File: config.mk
export PLATFORM = sky130hd
export DESIGN_NAME = vdx_ctrl
export DESIGN_NICKNAME = d
export VERILOG_FILES = /design/src/sv/vdx_pkg.sv /design/src/sv/vdx_ctrl.sv
export SDC_FILE = /design/constraint.sdc
export NUM_CORES = 1
export LEC_CHECK = 0
export ABC_CLOCK_PERIOD_IN_PS = 2600
export BUFFER_PORTS_ARGS = -buffer_cell sky130_fd_sc_hd__buf_2
export CAP_MARGIN = 10
export CELL_PAD_IN_SITES_DETAIL_PLACEMENT = 0
export CELL_PAD_IN_SITES_GLOBAL_PLACEMENT = 1
export CORE_UTILIZATION = 30
export DETAILED_ROUTE_END_ITERATION = 8
export PLACE_DENSITY = 0.72
export SETUP_SLACK_MARGIN = 0.3
export SLEW_MARGIN = 10
export SYNTH_ARGS = -nofsm -noshare
export SYNTH_HDL_FRONTEND = slang
export SYNTH_SLANG_ARGS = --single-unit
File: constraint.sdc
create_clock -name clk_i -period 2.6 [get_ports clk_i]
set_clock_uncertainty 0.2 [all_clocks]
set_input_delay 0.13 -clock clk_i [delete_from_list [all_inputs] [get_ports clk_i]]
set_output_delay 0.13 -clock clk_i [all_outputs]
set_load 0.02 [all_outputs]
File: src/sv/vdx_pkg.sv
`timescale 1ns / 1ps
// ----------------------------------------------------------------------------
// vdx_pkg
// Shared types and constants for the vertex deduplication index core.
// ----------------------------------------------------------------------------
package vdx_pkg;

  localparam int unsigned TableDepth = 4096;
  localparam int unsigned AddrW      = $clog2(TableDepth);
  localparam int unsigned CountW     = $clog2(TableDepth + 1);
  localparam int unsigned KeyW       = 256;
  localparam int unsigned IndexW     = 12;

  typedef logic [KeyW-1:0]   key_t;
  typedef logic [AddrW-1:0]  addr_t;
  typedef logic [CountW-1:0] count_t;

  typedef struct packed {
    logic load;
    logic clear;
    logic rd_en;
    logic wr_en;
    logic res_load;
    logic res_hit;
    logic res_ovf;
    logic scan_inc;
    logic scan_rst;
  } ctrl_t;

  typedef struct packed {
    logic match;
    logic scan_done;
    logic full;
  } stat_t;

endpackage

File: src/sv/vdx_ctrl.sv
`timescale 1ns / 1ps
// ----------------------------------------------------------------------------
// vdx_ctrl
// Sequencer: accept, scan stored keys one at a time, insert, hold result.
// ----------------------------------------------------------------------------
module vdx_ctrl (
  input  logic           clk_i,
  input  logic           rst_ni,
  input  logic           in_valid_i,
  input  logic           first_i,
  output logic           in_ready_o,
  output logic           out_valid_o,
  input  logic           out_ready_i,
  input  vdx_pkg::stat_t stat_i,
  output vdx_pkg::ctrl_t ctrl_o
);
  import vdx_pkg::*;

  typedef enum logic [4:0] {
    S_IDLE = 5'b00001,
    S_RD   = 5'b00010,
    S_CMP  = 5'b00100,
    S_FIN  = 5'b01000,
    S_OUT  = 5'b10000
  } state_e;

  state_e st_q, st_d;
  logic   ov_q, ov_d;

  always_comb begin
    st_d = st_q;
    ov_d = ov_q;
    ctrl_o = '0;
    in_ready_o = 1'b0;
    unique case (st_q)
      S_IDLE, S_OUT: begin
        if (st_q == S_OUT && out_ready_i) ov_d = 1'b0;
        if (!ov_q || out_ready_i) begin
          in_ready_o = 1'b1;
          if (in_valid_i) begin
            ctrl_o.load = 1'b1;
            ctrl_o.clear = first_i;
            ctrl_o.scan_rst = 1'b1;
            st_d = S_RD;
          end else if (st_q == S_OUT && out_ready_i) st_d = S_IDLE;
        end
      end
      S_RD: begin
        if (stat_i.scan_done) begin
          ctrl_o.res_load = 1'b1;
          ctrl_o.res_ovf = stat_i.full;
          ctrl_o.wr_en = !stat_i.full;
          ov_d = 1'b1;
          st_d = S_OUT;
        end else begin
          ctrl_o.rd_en = 1'b1;
          ctrl_o.scan_inc = 1'b1;
          st_d = S_CMP;
        end
      end
      S_CMP: st_d = S_FIN;
      S_FIN: begin
        if (stat_i.match) begin
          ctrl_o.res_load = 1'b1;
          ctrl_o.res_hit = 1'b1;
          ov_d = 1'b1;
          st_d = S_OUT;
        end else st_d = S_RD;
      end
      default: st_d = S_IDLE;
    endcase
  end

  always_ff @(posedge clk_i or negedge rst_ni) begin
    if (!rst_ni) begin
      st_q <= S_IDLE;
      ov_q <= 1'b0;
    end else begin
      st_q <= st_d;
      ov_q <= ov_d;
    end
  end

  assign out_valid_o = ov_q;

  ap_wr_miss: assert property (@(posedge clk_i) disable iff (!rst_ni)
    ctrl_o.wr_en |-> !stat_i.full) else $error("write on full table");
  ap_hold: assert property (@(posedge clk_i) disable iff (!rst_ni)
    out_valid_o && !out_ready_i |=> out_valid_o) else $error("result dropped");
  ap_noacc: assert property (@(posedge clk_i) disable iff (!rst_ni)
    (st_q == S_RD) |-> !in_ready_o) else $error("accept while busy");
endmodule

### After elaboration in Yosys (flattened, before gate mapping)

Cells that the tools add are included.
W data, S select, Z words.

| operators by class | value |
|---|---|
| shifts and indexed selects | 0 |
| multiply operators | 0 |
| order comparisons | 0 |
| bitwise logic cells | 0 |
| divide/modulo/power cells | 0 |
| reduce and logical (&&, ||, !) cells | 8 |
| add/sub/neg operators | 0 |
| equal/unequal tests | 10 |
| multiplexer cells | 26 |

Operator list:

| cell | count |
|---|---|
| $mux W5 | 5 |
| $pmux W5 S4 | 1 |
| $mux W2 | 7 |
| $mux W1 | 11 |
| $ne A2 B2 Y1 const B | 4 |
| $eq A5 B1 Y1 const B | 1 |
| $eq A5 B2 Y1 const B | 1 |
| $eq A5 B3 Y1 const B | 1 |
| $eq A5 B4 Y1 const B | 1 |
| $eq A5 B5 Y1 const B | 1 |
| $reduce_and A4 Y1 | 1 |
| $ne A3 B3 Y1 const B | 1 |
| $pmux W1 S3 | 1 |
| $reduce_bool A3 Y1 | 1 |
| $logic_not A1 Y1 | 2 |
| $pmux W1 S2 | 1 |
| $reduce_and A2 Y1 | 1 |
| $reduce_or A2 Y1 | 1 |
| $logic_and A1 B1 Y1 | 1 |
| $logic_or A1 B1 Y1 | 1 |

| word-level totals | value |
|---|---|
| bits in latches | 0 |
| memory bits (read-only) | 0 |
| memory bits (writable) | 0 |
| memories | 0 |
| bits in registers | 6 |

### Longest topological paths before layout

Gate-level depths: netlist of the first run.

| depth | value |
|---|---|
| word-level depth | 6 |
| mapped depth | 4 |

### Least setup slack after synthesis of the first run

OpenSTA, ideal clock, no wires.

| timing | value |
|---|---|
| kind | register to output |
| from | reg st_q[3] |
| to | out ctrl_o[8] (netlist name) |
| data arrival time | 1.520 ns |
| slack | 0.750 ns |
| data required time | 2.270 ns |
| cell stages (with the launch flop) | 5 |
| cells stage by stage | dfrtp_1 > or3_4 > nand2b_4 > nor2_1 > buf_4 |

RTL lines:

| element | RTL line | text |
|---|---|---|
| from (decl) | vdx_ctrl.sv:27 | `state_e st_q, st_d;` |
| from (signal assigned) | vdx_ctrl.sv:79 | `st_q <= st_d;` |
| to (decl) | vdx_ctrl.sv:15 | `output vdx_pkg::ctrl_t ctrl_o` |

==> metrics.md, run 1 <==
| Metric | Value |
|---|---|
| Status | finished clean |
| Clk slew on worst S/H paths | 0.05 ns |
| Largest net degree at the start of global routing | 8 |
| CTS H-tree lvls | 1 |
| Root buf cell | clkbuf_4 |
| Startpoint types | flop |
| Syn_nets | 55 |
| Worst hold endpoint | st_q[1] |
| Chip Width | 39.3 microns |
| Total core area | between 0.001 and 0.0015 sq mm |
| Period utilisation layout | 74.6% |
| Pwr dens | 840 mW/mm^2 |
| Placed cell areas | between 500 and 600 sq um |
| Final setup slack of the worst path | 0.660 ns |
| Per-cell routed wire length | 10.4 microns |
| Worst R2R Setup Slack | 0.99 ns |
| Top-level I/O count | 19 |
| Area growth syn-to-layout | 36.0% |
| CP Cell Sequence | or3_4 -> nand2b_4 -> nor3_1 -> buf_2 |
| Crit end category | output pin |
| Count of buffers from port buffering | 18 |
| Post-DP HPWL | 663 microns |
| Clock network latency to the later pin of the worst-skew pair | 0.24 ns |
| Inserted Clock Buffers | 3 |
| RR Endpoint | st_q[0] |
| Post-synth EDFFs | 0 |
| Ys flop type | dfrtp_1 |
| Worst EP arrival | 1.61 ns |
| Launching point of the worst reg2reg path | st_q[2] |
| Worst slack at placement | a little over 0.9 ns |
| Overall routing resource usage | 15.8% |
| Synth Register Bits | 6 |
| CP delay by family, top | simple AND/OR/NAND/NOR gates |
| Fin crit period | 1.94 ns |
| Final Util | 43.6% |
| CP required | 2.27 ns |
| Routed Antenna Nets | 0 |
| Grt ovf | 0 |
| Global-route wire length before repair | 1500 microns |
| F_max | 515 MHz |
| Crit-path slowest cell | dfrtp_1 |
| Final net count | between 70 and 80 |
| Crit path buffers/inverters | 1 |
| Ys async rst share | 100% |
| R2R cell count | 3 |
| Gpl congestion | 0.706 |
| Max clock buf depth | 2 |
| TNS Setup | 0 ns |
| CP max FO | 7 |
| Die H | 39.3 microns |
| Hold crit path type | input port to flop |
| Slew Limit Fails | 0 |
| Final hold violations | 0 |
| Synth cell types | 25 |
| Avg Cell Area, Syn | 8.86 sq um |
| CTS resizes | 0 |
| Antenna violations before repair | 0 |
| Setup Viol. Count Final | 0 |
| Mapped Cells | 47 |
| Syn. warnings | 0 |
| Via count | 395 |
| Post-route cell area | 567 sq um |
| Final wirelength | 884 microns |
| Pleak | 0.300 nW |
| Vias in the first global route | 376 |
| IR drop worst, VDD | around 0.00028 V |
| Site row count | 13 |
| Max_cap viols | 0 |
| Initial DRC count | 8 |
| Worst hold margin | 0.0478 ns |
| Initial Util | approximately 32% |
| Die area | 0.00154 sq mm |
| Max incr delay on CP | 0.42 ns |
| Vias per cell | 4.65 |
| Fraction of layout cells with a size suffix above 1 | 37.1% |
| Clock Sinks | 6 |
| DRC Markers | 0 |
| Worst Tran Pin Value | ~0.31 ns |
| Drt first pass iters | 3 |
| Hold Crit Depth | 3 |
| Slew HR | just under 80% |
| Post-Syn Area | 417 sq um |
| Diode count | 0 |
| RSZ-0062 raised after global routing | false |
| Seq/Total Area, Yosys | 36.3% |
| TritonCTS clock tree | built |
| Hold path startpoint | in_valid_i |
| WS Path Type | flop to output pin |
report_power, final:
part           internal [mW]  leakage (nW)  switching [mW]
logic                 0.0982         0.209           0.132
registers              0.120        0.0759          0.0350
clock network         0.0581        0.0150          0.0331
metal layers:
metal	vias up	GRT usage, %	share of wire, %
met4	0	15.5	0.90
li1	206	-	-
met3	2	1.70	6.1
met5	-	0	0
met2	15	26.3	48
met1	172	17.1	45
cells in the mapped netlist (2+ instances only):
master / number / share of area, %
nor2_1: 8 / 7.2
dfrtp_1: 5 / 30
inv_1: 5 / 4.5
nor3_1: 3 / 3.6
buf_4: 2 / 3.6
nand2_1: 2 / 1.8
nand2b_1: 2 / 3.0
nand3_1: 2 / 2.4
o211ai_1: 2 / 3.6
what timing repair did:
item / 4_1_cts / 5_1_grt
endpoints found under the hold margin: 8 / 0
setup buffers: 0 / 0
hold buffers: 3 / 0
worst reg2reg max path: cells and delay by family (launching register included):
family | cells | cell delay [ns]
AOI/OAI and AO/OA | 1 | 0.31
DFF | 1 | 0.42
and+or+nand+nor | 2 | 0.60
metrics by stage:
step	instances	power, mW
floorplan	47	0.328
global placement	78	0.386
detailed placement	78	0.385
CTS	85	0.485
global route	85	0.514
finish	85	0.476
how the worst max path moves through the flow:
stage,startpoint,to,depth (start not counted)
after floorplan,st_q[3],ctrl_o[8],4
after global placement,st_q[4],ctrl_o[4],4
after detailed placement,st_q[2],ctrl_o[7],4
after CTS,st_q[2],ctrl_o[7],4
after global routing,st_q[4],ctrl_o[4],4
final,st_q[2],ctrl_o[7],4
cells by family after synthesis:
group,after synthesis,share of synthesized area [%]
flops,6,36.3
buf+inv,7,8.11
xor+xnor,2,8.71
compound gates,8,13.5
simple gates,24,33.3
layout make-up:
cell class	count	area (sq um)
fill	137	734
multi-input combinational	34	231
inverter	5	18.8
sequential	6	151
tap	15	18.8
clock buffer	4	26.3
timing repair buffer	21	120
layout by cell type (no fill, tap or decap), drive strengths merged, types with 2 or more instances in the layout:
cell type    instances
buf                 18
clkbuf               4
dfrtp                5
dlygate4sd3          3
inv                  5
nand2                2
nand2b               3
nand3                2
nor2                 8
nor3                 3
o211ai               2
xor2                 2
state kept, by name (all words and copies together) (netlist names):
signal and cells:
out_valid_o 1, st_q 5
No activity file was read; power rests on OpenSTA's default activity.
==> inputs of run 2 (changes only) <==
ABC_CLOCK_PERIOD_IN_PS = 1600   (was 2600)
CORE_UTILIZATION = 27   (was 30)
PLACE_DENSITY = 0.68   (was 0.72)
clock period = 1.6 ns   (was 2.6 ns; I/O delays follow)
==> run 2 against run 1 <==
The run now ends with negative setup slack left. Register-to-register slack got worse by 1.1 ns. Clock-buffer cell count unchanged. Worst setup slack got worse by 0.87 ns. Clock power is 68% higher. Cell count rose by 21%. Sequential power up 65%. Cell area is 55% higher. Combinational power grew to 3.3 times the previous value. Hold slack improved by 0.018 ns. Sequential share of layout area down 9.4 points. Flip-flop and latch count unchanged. Highest routed layer unchanged.
==> metrics.md, run 2 (same netlist as run 1, synthesis figures left out) <==
| Metric | Value |
|---|---|
| Status | finished with violations |
| Failing checks | negative setup slack |
| TNS Setup | -1.30 ns |
| Slew HR | about four fifths |
| Per-cell routed wire length | ~14 microns |
| Pwr dens | 1330 mW/mm^2 |
| Initial DRC count | 4 |
| IR drop worst, VDD | 0.000623 V |
| Vias in the first global route | 466 |
| Chip Width | 41.3 microns |
| Antenna violations before repair | 0 |
| Initial Util | 30.5% |
| CP required | 1.32 ns |
| Period utilisation layout | 113% |
| Fin crit period | 1.81 ns |
| Routed Antenna Nets | 0 |
| Root buf cell | clkbuf_4 |
| Global-route wire length before repair | 1930 microns |
| TritonCTS clock tree | built |
| Crit end category | output pin |
| Pleak | ~0.4 nW |
| Drt first pass iters | 2 |
| F_max | 551 MHz |
| Final net count | 97 |
| Grt ovf | 0 |
| Slew Limit Fails | 0 |
| Top-level I/O count | 19 |
| Site row count | 13 |
| Count of buffers from port buffering | 18 |
| WS Path Type | flop to output pin |
| Worst slack at placement | 0.00570 ns |
| Clock network latency to the later pin of the worst-skew pair | 0.25 ns |
| Placed cell areas | 598 sq um |
| Setup Viol. Count Final | 14 |
| Die H | 41.3 microns |
| Startpoint types | flop |
| Clk slew on worst S/H paths | around 0.05 ns |
| Most common cell after layout, fill and taps aside | buf_6 |
| Die area | between 0.0015 and 0.002 sq mm |
| # fillers | 113 |
| DRC Markers | 0 |
| Vias per cell | 4.84 |
| Hold crit path type | input port to flop |
| Post-route cell area | 880 sq um |
| Worst Tran Pin Value | 0.309 ns |
| Commonest non-fill, non-tap cells in the layout | 14 x buf_6, 11 x buf_4, 10 x buf_2, 7 x nor2_4 |
| Top reg by flops | st_q |
| Max reg flops | 5 |
| Clock Sinks | 6 |
| Via count | roughly 500 |
| Area growth syn-to-layout | 111% |
| Gpl congestion | 0.697 |
| Total core area | 0.00137 sq mm |
| Max clock buf depth | 2 |
| Worst EP arrival | 1.53 ns |
| Largest net degree at the start of global routing | 7 |
| CTS H-tree lvls | 1 |
| Max_cap viols | 0 |
| CP max FO | 4 |
| Final hold violations | 0 |
| Inserted Clock Buffers | 3 |
| Fraction of layout cells with a size suffix above 1 | 65.9% |
| Post-DP HPWL | 792 microns |
| Overall routing resource usage | between 10% and 20% |
| Diode count | 0 |
| Final wirelength | 1410 microns |
| Final setup slack of the worst path | -0.214 ns |
| RSZ-0062 raised after global routing | true |
==> run 2: cell types whose count changed in the layout (fill, tap and decap cells not counted), sizes merged <==
cell / previous run / this run
buf: 18 / 35
dlygate4sd3: 3 / 4
==> run 2: what timing repair did <==
item | CTS | global route
hold endpoints to repair | 8 | 0
endpoints found under the setup margin | 14 | 15
hold buffers | 4 | 0
pin swaps | 7 | 3
resized for setup | 26 | 6
gates cloned | 0 | 0
setup buffers | 5 | 7
==> run 2: critical path, cell delays in order, from the launching register on <==
cell and delay [ns]:
dfrtp_1 0.39, or3_4 0.40, nand2b_4 0.19, nor3_4 0.17
buf_6 0.14
==> run 2: where the power goes <==
group	internal [mW]	switching, mW	total, mW
Sequential	0.199	0.0578	0.256
Combinational	0.390	0.372	0.762
Clock	0.0947	0.0585	0.153
==> run 2: worst paths after layout <==
path / startpoint / end / slack, ns / cells after the start
worst min register to register: out_valid_o / out_valid_o / 0.42 / 2
worst max-delay path: st_q[1] / ctrl_o[7] / -0.21 / 4
max in group asynchronous: rst_ni / st_q[4] / 0.40 / 3
worst max register to register: st_q[1] / st_q[0] / -0.15 / 5
min in group asynchronous: rst_ni / st_q[0] / 0.13 / 2
worst min-delay path: in_valid_i / st_q[0] / 0.07 / 3
==> run 2: final cells by class <==
cell class                 count  area, sq um  area share (%)
multi-input combinational     34          333            37.8
timing repair buffer          39          330            37.6
sequential                     6          153            17.4
clock buffer                   4         26.3            2.99
inverter                       5         18.8            2.13
tap                           15         18.8            2.13
==> run 2: metal layers <==
metal  global-route usage, %  wire length, microns
met2                    32.4                   718
met3                    1.63                    48
met4                    12.1                    19
met5                       0                     0
met1                    20.9                   625
==> run 2: per-stage QoR <==
stage                     std cells  hold slack [ns]  power, mW  util (%)
after floorplan                  47           -0.416      0.589         -
after global placement           83           -0.296      0.728      43.8
after detailed placement         83           -0.292      0.727      43.8
after CTS                        96           0.0637       1.05      58.6
after global routing            103            0.106       1.24      64.4
final                           103           0.0653       1.17      64.4
==> inputs of run 3 (changes only) <==
ABC_AREA = 1   (was default)
ABC_CLOCK_PERIOD_IN_PS = 2100   (was 1600)
CORE_UTILIZATION = 30   (was 27)
PLACE_DENSITY = 0.72   (was 0.68)
clock period = 2.1 ns   (was 1.6 ns; I/O delays follow)
==> run 3 against run 2 <==
The run now ends clean. Cell area decreased by 26%. Hold slack got worse by 0.038 ns. Worst setup slack improved by 0.57 ns. Area after synthesis increased by 8.1%. Critical endpoint unchanged. Largest cell class unchanged.
==> metrics.md, run 3 <==
| Metric | Value |
|---|---|
| Post-route cell area | 648 sq um |
| Post-Syn Area | 450 sq um |
| Crit end category | output pin |
| Top-level I/O count | 19 |
| Fraction of layout cells with a size suffix above 1 | 48.8% |
| Routed Antenna Nets | 0 |
| Diode count | 0 |
| Final wirelength | 1060 microns |
| Grt ovf | 0 |
| Synth Register Bits | 6 |
| Avg Cell Area, Syn | 7.77 sq um |
| Overall routing resource usage | 15.7% |
| CTS H-tree lvls | 1 |
| Initial DRC count | 3 |
| Most common cell after layout, fill and taps aside | buf_2 |
| Antenna violations before repair | 0 |
| Inserted Clock Buffers | 3 |
| Max_cap viols | 0 |
| Site row count | 13 |
| Clk slew on worst S/H paths | 0.05 ns |
| Area growth syn-to-layout | 43.9% |
| Non-filler instance count after layout | 99 |
| Top cells by count, synth | 12 x nand2_1, 9 x nor2_1, 8 x inv_1, 5 x dfrtp_1, 4 x nand3_2 |
| CP Cell Sequence | inv_2 -> nor2_2 -> nand3_2 -> nand2_4 -> inv_4 -> nor3b_2 -> buf_4 |
| Drt first pass iters | 2 |
| Max reg flops | 5 |
| Final net count | 93 |
| Most common cell in the netlist | nand2_1 |
| Period utilisation layout | 83.1% |
| Pleak | 0.358 nW |
| Worst Tran Pin Value | 0.388 ns |
| Global-route wire length before repair | approximately 1600 microns |
| Slew Limit Fails | 0 |
| Clock network latency to the later pin of the worst-skew pair | 0.24 ns |
| Chip Width | 40.8 microns |
| Per-cell routed wire length | 10.7 microns |
| WS Path Type | flop to output pin |
| Pwr dens | between 1000 and 1500 mW/mm^2 |
| Cell type with the largest total area after synthesis | dfrtp_1 |
| Final hold violations | 0 |
| TNS Setup | 0 ns |
| Ranking of synthesized cells by area | dfrtp_1 28%, nand2_1 10%, nand3_2 8.9% |
| CP required | 1.79 ns |
| Startpoint types | flop |
| Status | finished clean |
| Root buf cell | clkbuf_4 |
| RSZ-0062 raised after global routing | true |
| Placed cell areas | approximately 540 sq um |
| Mapped Cells | 58 |
| Crit path buffers/inverters | 3 |
| Crit-path slowest cell | dfstp_2 |
| Vias in the first global route | roughly 370 |
| IR drop worst, VDD | slightly below 0.0006 V |
| CP max FO | 4 |
| Clock Sinks | 6 |
| Synth top area share | 27.8% |
| TritonCTS clock tree | built |
| Count of buffers from port buffering | 18 |
| Vias per cell | 4.38 |
| Max clock buf depth | 2 |
| Setup Viol. Count Final | 0 |
| DRC Markers | 0 |
| Ys flop type | dfrtp_1 |
| Post-DP HPWL | 790 microns |
| F_max | 573 MHz |
| CP delay by family, top | flip-flops |
| Ys async rst share | 100% |
| Via count | 434 |
| Fin crit period | 1.75 ns |
| Dpl cells | 89 |
| Gpl congestion | 0.790 |
| Post-synth EDFFs | 0 |
| Syn. warnings | 0 |
| Die H | 40.8 microns |
| Seq/Total Area, Yosys | around a third |
| Syn_nets | 66 |
| Max incr delay on CP | 0.55 ns |
| Synth cell types | 17 |
| Initial Util | 33.4% |
| Total core area | 0.00135 sq mm |
| Power Total | about 840 uW |
| Final setup slack of the worst path | roughly 0.35 ns |
| Top reg by flops | st_q |
| Largest net degree at the start of global routing | 7 |
| Hold crit path type | input port to async pin |
| Die area | 0.00166 sq mm |
| Commonest non-fill, non-tap cells in the layout | 14 x buf_2, 12 x nand2_1, 8 x inv_1, 8 x nor2_1, 6 x buf_4 |
| Worst R2R Setup Slack | roughly 0.56 ns |
| Worst slack at placement | 0.563 ns |
| Worst EP arrival | 1.44 ns |
| Slew HR | 74.0% |
run 3: cell count changes after synthesis, sizes merged, moves of 2 or more:
cell    change
inv         +6
xor2        -2
nor3        -2
nand2b      -3
nand2      +11
nand3       +2
o211ai      -2
nand4       +2
nor2        +5
run 3: worst paths after layout:
check	from	to	cells after the start
worst min register to register	out_valid_o	out_valid_o	2
worst max-delay path	st_q[0]	ctrl_o[7]	7
min in group clk_i	out_ready_i	out_valid_o	4
max in group asynchronous	rst_ni	st_q[0]	2
worst max register to register	st_q[0]	st_q[0]	10
worst min-delay path	rst_ni	st_q[3]	2
run 3: through the flow:
step           hold slack [ns]  utilization [%]
6_report                0.0275             48.0
5_1_grt                 0.0313             48.0
4_1_cts                0.00889             45.4
3_5_place_dp            -0.267             40.3
3_3_place_gp            -0.273             40.3
2_1_floorplan           -0.391                -
run 3: kinds of logic (layout without fill, tap and decap cells):
kind of cell | count (synthesis) | after routing | synth area share (%)
AND/OR/NAND/NOR | 35 | 35 | 46.1
buffers and inverters | 13 | 39 | 12.5
AO/OA/AOI/OAI | 4 | 4 | 7.78
flip-flops | 6 | 6 | 33.6
run 3: where the power goes:
group	total, mW	internal, mW	leakage, nW	switching, mW
registers	0.205	0.162	0.0758	0.0428
logic	0.518	0.205	0.268	0.314
clock network	0.113	0.0719	0.0150	0.0411
run 3: worst reg2reg max path, cell delays in order (launching register included):
cell and delay [ns]:
dfstp_2 0.55, buf_4 0.12, nor2_4 0.04, nand3_2 0.08
nand2_4 0.06, buf_4 0.14, nor2_1 0.09, nand2_1 0.05
nand2_1 0.05, nand2_1 0.04, nand2_1 0.06
run 3: cell type report:
class | count | area, sq um
clock buffers | 4 | 26.3
fillers | 128 | 702
inverters | 11 | 43.8
multi-input cells | 39 | 253
flip-flops and latches | 6 | 151
well taps | 15 | 18.8
repair buffers | 24 | 155
run 3: timing repair:
| item | CTS | global route |
|---|---|---|
| gates resized for setup | 1 | 6 |
| setup endpoints to repair | 1 | 5 |
| pin swaps | 0 | 1 |
| endpoints found under the hold margin | 9 | 0 |
| buffers inserted | 0 | 2 |
| hold buffers | 4 | 0 |
run 3: layer usage:
metal	share of wire (%)	global-route usage, %	vias to the layer above
met5	0	0	-
met4	0	7.50	0
met3	2.7	4.89	0
met2	54	26.6	11
met1	43	17.7	189
li1	-	-	234
